===== src/hdl/hlsm_pkg.sv =====
// ----------------------------------------------------------------------------
// hlsm_pkg
// shared types and constants for the hough line sort and merge block
// ----------------------------------------------------------------------------
package hlsm_pkg;

    localparam int RHO_W   = 17;
    localparam int THETA_W = 16;
    localparam int SIZE_W  = 7;
    localparam int THR_W   = 16;
    localparam int MAX_LINES_DEF = 64;

    localparam logic [1:0] REG_SORT_KEY  = 2'd0;
    localparam logic [1:0] REG_RHO_THR   = 2'd1;
    localparam logic [1:0] REG_THETA_THR = 2'd2;

    localparam logic [THR_W-1:0] RHO_THR_RST   = 16'd208;
    localparam logic [THR_W-1:0] THETA_THR_RST = 16'd295;

    typedef struct packed {
        logic signed [RHO_W-1:0] rho;
        logic [THETA_W-1:0]      theta;
    } hline_t;

    // divider request and result between sequencer and divider
    typedef struct packed {
        logic              start;
        logic              neg;
        logic [31:0]       dividend;
        logic [SIZE_W-1:0] divisor;
    } div_req_t;

    typedef struct packed {
        logic        done;
        logic [31:0] quotient;
    } div_rsp_t;

endpackage


===== src/hdl/hlsm_div.sv =====
// ----------------------------------------------------------------------------
// hlsm_div
// restoring divider, one quotient bit per cycle, sign applied at the end
// ----------------------------------------------------------------------------
module hlsm_div
(
    input  logic               clk,
    input  logic               rst_n,
    input  hlsm_pkg::div_req_t req,
    output hlsm_pkg::div_rsp_t rsp
);

    logic [31:0]                 quot_reg, quot_next;
    logic [hlsm_pkg::SIZE_W:0]   rem_reg, rem_next;
    logic [hlsm_pkg::SIZE_W-1:0] dvs_reg, dvs_next;
    logic                        neg_reg, neg_next;
    logic [5:0]                  cnt_reg, cnt_next;
    logic                        busy_reg, busy_next;
    logic                        done_reg, done_next;
    logic [hlsm_pkg::SIZE_W+1:0] trial;
    logic [hlsm_pkg::SIZE_W:0]   shifted;

    always_comb
    begin
        quot_next = quot_reg;
        rem_next  = rem_reg;
        dvs_next  = dvs_reg;
        neg_next  = neg_reg;
        cnt_next  = cnt_reg;
        busy_next = busy_reg;
        done_next = 1'b0;
        shifted   = {rem_reg[hlsm_pkg::SIZE_W-1:0], quot_reg[31]};
        trial     = {1'b0, shifted} - {2'b00, dvs_reg};
        if (req.start)
        begin
            quot_next = req.dividend;
            rem_next  = '0;
            dvs_next  = req.divisor;
            neg_next  = req.neg;
            cnt_next  = '0;
            busy_next = 1'b1;
        end
        else if (busy_reg)
        begin
            if (!trial[hlsm_pkg::SIZE_W+1])
            begin
                rem_next  = trial[hlsm_pkg::SIZE_W:0];
                quot_next = {quot_reg[30:0], 1'b1};
            end
            else
            begin
                rem_next  = shifted;
                quot_next = {quot_reg[30:0], 1'b0};
            end
            cnt_next = cnt_reg + 6'd1;
            if (cnt_reg == 6'd31)
            begin
                busy_next = 1'b0;
                done_next = 1'b1;
            end
        end
    end

    always_ff @(posedge clk or negedge rst_n)
    begin
        if (!rst_n)
        begin
            busy_reg <= 1'b0;
            done_reg <= 1'b0;
            cnt_reg  <= '0;
        end
        else
        begin
            busy_reg <= busy_next;
            done_reg <= done_next;
            cnt_reg  <= cnt_next;
        end
    end

    always_ff @(posedge clk)
    begin
        quot_reg <= quot_next;
        rem_reg  <= rem_next;
        dvs_reg  <= dvs_next;
        neg_reg  <= neg_next;
    end

    assign rsp.done     = done_reg;
    assign rsp.quotient = neg_reg ? (32'd0 - quot_reg) : quot_reg;

endmodule


===== config.mk =====
export PLATFORM = sky130hd
export DESIGN_NAME = hlsm_div
export DESIGN_NICKNAME = d
export VERILOG_FILES = /design/src/hdl/hlsm_pkg.sv /design/src/hdl/hlsm_div.sv
export SDC_FILE = /design/constraint.sdc
export NUM_CORES = 1
export LEC_CHECK = 0
export BUFFER_PORTS_ARGS = -buffer_cell sky130_fd_sc_hd__buf_2
export CORE_UTILIZATION = 50
export DETAILED_ROUTE_END_ITERATION = 8
export PLACE_DENSITY = 0.75
export SYNTH_ARGS = -nofsm -noshare
export SYNTH_HDL_FRONTEND = slang
export SYNTH_SLANG_ARGS = --single-unit

===== constraint.sdc =====
create_clock -name clk -period 3.6 [get_ports clk]
set_input_delay 0.72 -clock clk [delete_from_list [all_inputs] [get_ports clk]]
set_output_delay 0.72 -clock clk [all_outputs]
set_load 0.03 [all_outputs]

Word-level counts from Yosys, hierarchy flattened
Cells that the tools add are included.
{ "op_classes": {"add_sub_neg": 3, "bitwise_logic": 0, "muxes": 13, "n_reduce_logical": 1, "order_cmp": 0, "eq_ne": 1, "div_mod_pow": 0, "multipliers": 0, "shift": 0} }
{ "ops": {"columns": ["cell", "n"], "rows": [
  ["32-bit 2-to-1 mux", 3],
  ["1-bit by 32-bit subtractor with 32-bit output, first input constant", 1],
  ["6-bit 2-to-1 mux", 2],
  ["8-bit by 7-bit subtractor with 9-bit output", 1],
  ["1-bit 2-to-1 mux", 7],
  ["7-bit 2-to-1 mux", 1],
  ["6-bit by 1-bit adder with 6-bit output, second input constant", 1],
  ["6-bit by 5-bit equality test with 1-bit output, second input constant", 1],
  ["2-bit nonzero test", 1]
]} }
{ "word_totals": {"mem_bits_rw": 0, "regBits": 55, "output_inout_bits": 33, "mem_bits_ro": 0, "inputBits": 43, "wordCells": 25, "latch_bits": 0, "n_memories": 0} }

Longest topological paths before layout
{ "depth": {"ltp_word": 4, "ltp_mapped": 8, "ltp_nobuf": 8} }

Least setup slack after synthesis
OpenSTA, ideal clock, no wires.
{ "synth_timing": {"path_kind": "flip-flop to output port", "from": "reg quot_reg[23]", "to": "out rsp[31] (netlist name)", "path_buffers": 0, "stages_incl_launch_ff": 6, "arrival_time_ps": 2397, "required_time_ps": 2880, "path_slack_ps": 483, "path_cell_list": "edfxtp_1 > or4_4 > or4_4 > or4_4 > o31ai_2 > xnor2_1"} }
{ "synth_lines": {"columns": ["element", "line", "text"], "rows": [
  ["from (decl)", "hlsm_div.sv:13", "logic [31:0] quot_reg, quot_next;"],
  ["from (signal assigned)", "hlsm_div.sv:82", "quot_reg <= quot_next;"],
  ["to (decl)", "hlsm_div.sv:10", "output hlsm_pkg::div_rsp_t rsp"]
]} }

==> reports/results.tsv <==
stage	metric	value	unit
yosys	synth_area_per_cell	11.3	um^2
clocking	root_buffer	clkbuf_8	
global_routing	grt_overflow	0	
timing	worst_pin_slew	1.07	ns
yosys	synthTopCellsByCount	40 x edfxtp_1, 33 x xnor2_1, 32 x mux2_2	
timing	hold_violations	0	
detailed_routing	routedWlPerCell	14.9	um
global_routing	track_usage	0.204	
setup_path	r2r-start	quot_reg[31]	
detailed_routing	drt-met1-wl	2940	um
layout	fin_nets	416	
layout	fin_area	3870	um^2
floorplan	initial_core_util	0.527	
placed_design	port_buffers	75	
setup_path	path_common_cell	or4_4	
setup_path	critical_path_class	flip-flop to primary output	
layout	post-route-util	0.643	
setup_path	crit_start	quot_reg[21]	
yosys	ys_seq_area_frac	0.485	
run_status	status	finished clean	
yosys	synthTopCellsByArea	edfxtp_1 38%, mux2_2 11%, xnor2_1 9.1%, dfrtp_1 6.3%, dfxtp_1 4.4%	
timing	rsz0062_at_grt	true	
clocking	clock_latency	0.30	ns
global_routing	antenna_found_initial	0	
detailed_routing	vias_per_cell	5.51	
timing	maxSlewViolCount	0	
setup_path	crit_arrival	2.82	ns
clocking	numCtsBuffers	5	
floorplan	coreArea	6030	um^2
layout	stdcell_count	439	
power	leakage	1.57	nW
yosys	synth_cell_types	38	
layout	syn2layout_area_growth	21.9	%
clocking	hold_buffers	0	
layout	diodes	0	
setup_path	worst-path-buf-inv	1	
setup_path	slowest_delay	0.54	ns
timing	final.setup.tns	0	ns
layout	largest_reg_flops	32	
detailed_routing	vias	2420	
detailed_routing	wirelength	6540	um
timing	finalHoldWorstSlack	0.238	ns
setup_path	startpoint_type	flip-flop	
power	power_density	498	nW/um^2
yosys	synth_warnings	0	
floorplan	num_rows	28	
yosys	ys_seq_elements	55	
floorplan	ioPinCount	76	
yosys	synthCells	281	
setup_path	cp.required	2.88	ns
floorplan	die_y	81.7	um
floorplan	die_w	81.7	um
run	cap_violations	0	
setup_path	cp-endpoint	rsp[31]	
setup_path	reg2reg_to	rem_reg[1]	
setup_path	slowest_stage	or4_4	
clocking	tritoncts	yes	
timing	slew_headroom	0.285	
layout	drive_gt1_frac	0.376	
detailed_routing	drc	0	
detailed_routing	top_layer_used	met4	
placed_design	gp_congestion	0.802	
timing	min_period	3.54	ns
placed_design	dp_slack	0.238	ns
clocking	h-tree-depth	2	
yosys	netlist.area_leader.share	0.378	
detailed_routing	dr_wl_met2	3190	um
global_routing	first_global_vias	2216	
yosys	async_reset_ff_frac	0.145	
clocking	cts_buffer_depth	2	
detailed_routing	drt_iter0_drc	143	
detailed_routing	dr.pass1.iters	4	
detailed_routing	wl_met3	320	um
global_routing	grt_max_degree	51	
placed_design	hpwl	4790	um
yosys	synth_edf_count	40	
setup_path	crit_cells	6	
placed_design	dpl.cell_count	425	
global_routing	grt_pass1_wl	10200	um
yosys	synth_top_cell_by_area	edfxtp_1	
placed_design	placed_cell_area	3630	um^2
clocking	clk_pin_slew	0.09	ns
yosys	syn_nets	334	
timing	skew	0.00458	ns
power	peakVddDrop	0.245	mV
setup_path	critPathMaxFanout	5	
setup_path	worst-r2r-setup-slack	1.28	ns
yosys	synth_most_common_cell	edfxtp_1	
clocking	clkSinkCount	55	
setup_path	cp_cell_sequence	or4_4, or4_4, or4_4, o31ai_4, xnor2_1, buf_4	
yosys	synth_area	3180	um^2
timing	worst_slack	0.0619	ns
yosys	synthFlopType	edfxtp_1	
detailed_routing	ant_nets	0	
setup_path	critPathTopFamily	simple AND/OR/NAND/NOR gates	
timing	setup_viol	0	
timing	period_share	0.983	
floorplan	dieArea	6670	um^2
timing	max_freq	0.283	GHz
hold_path	worstHoldPathType	input port to asynchronous set/reset pin	
setup_path	ff2ff_path_depth	9	
setup_path	end_kind	primary output	
power	finalPower	1.93	mW
[worst min-delay path by stage]
stage,cells past startpoint,endpoint,start
6_report,1,cnt_reg[3],rst_n
5_1_grt,1,done_reg,rst_n
4_1_cts,1,done_reg,rst_n
3_5_place_dp,2,rem_reg[5],rem_reg[5]
3_3_place_gp,2,rem_reg[5],rem_reg[5]
2_1_floorplan,0,busy_reg,rst_n
[power breakdown]
group          leakage (nW)  internal [mW]  total (mW)  switching (mW)
registers             0.581          0.760       0.841          0.0810
clock network        0.0654          0.278       0.467           0.189
logic                 0.923          0.268       0.620           0.351
[routing by layer]
| metal | global-route usage | vias up |
|---|---|---|
| met5 | 0 | - |
| met4 | 0.0614 | 0 |
| met3 | 0.0411 | 10 |
| met2 | 0.347 | 67 |
| met1 | 0.262 | 1162 |
| li1 | - | 1181 |
[layout by cell type (no fill, tap or decap), types with 5 or more instances in the layout]
cell type  count
buf_2         71
buf_4         12
clkbuf_8       5
dfrtp_1        8
dfxtp_1        7
edfxtp_1      40
ha_1           9
inv_1         13
mux2_2        32
mux2i_1        6
nand2_1       18
nand2b_1       5
nor2_1        18
nor3_1         5
o21ai_0       21
o31ai_1        6
xnor2_1       33
[worst reg2reg max path, stage by stage, from the launching register on]
cell and delay (ns):
edfxtp_1 0.39, inv_1 0.07, ha_1 0.23, fa_1 0.42
nor2b_1 0.16, o211ai_1 0.14, a31oi_1 0.18, buf_4 0.20
mux2_2 0.35, o21ai_0 0.13
[layout make-up]
| class | count | area (um^2) |
|---|---|---|
| Timing Repair Buffer | 86 | 468 |
| Tap cell | 75 | 93.8 |
| Clock inverter | 2 | 60.1 |
| Inverter | 13 | 48.8 |
| Sequential cell | 55 | 1540 |
| Clock buffer | 6 | 72.6 |
| Fill cell | 491 | 2150 |
| Multi-Input combinational cell | 202 | 1590 |
[cells by family (layout without fill, tap and decap cells)]
| family | Yosys count | in the layout | share of synthesized area |
|---|---|---|---|
| buffers and inverters | 24 | 107 | 0.0307 |
| XOR/XNOR | 37 | 37 | 0.102 |
| multiplexers | 38 | 38 | 0.132 |
| AND/OR/NAND/NOR | 73 | 73 | 0.121 |
| adder cells (fa/ha/maj) | 10 | 10 | 0.0418 |
| flip-flops | 55 | 55 | 0.485 |
| AO/OA/AOI/OAI | 44 | 44 | 0.0867 |
[repair_timing]
item / 4_1_cts / 5_1_grt
setup endpoints to repair: 3 / 10
resized for setup: 1 / 13
pin swaps: 1 / 1
setup buffers: 1 / 5
(Power assumes the default switching activity.)
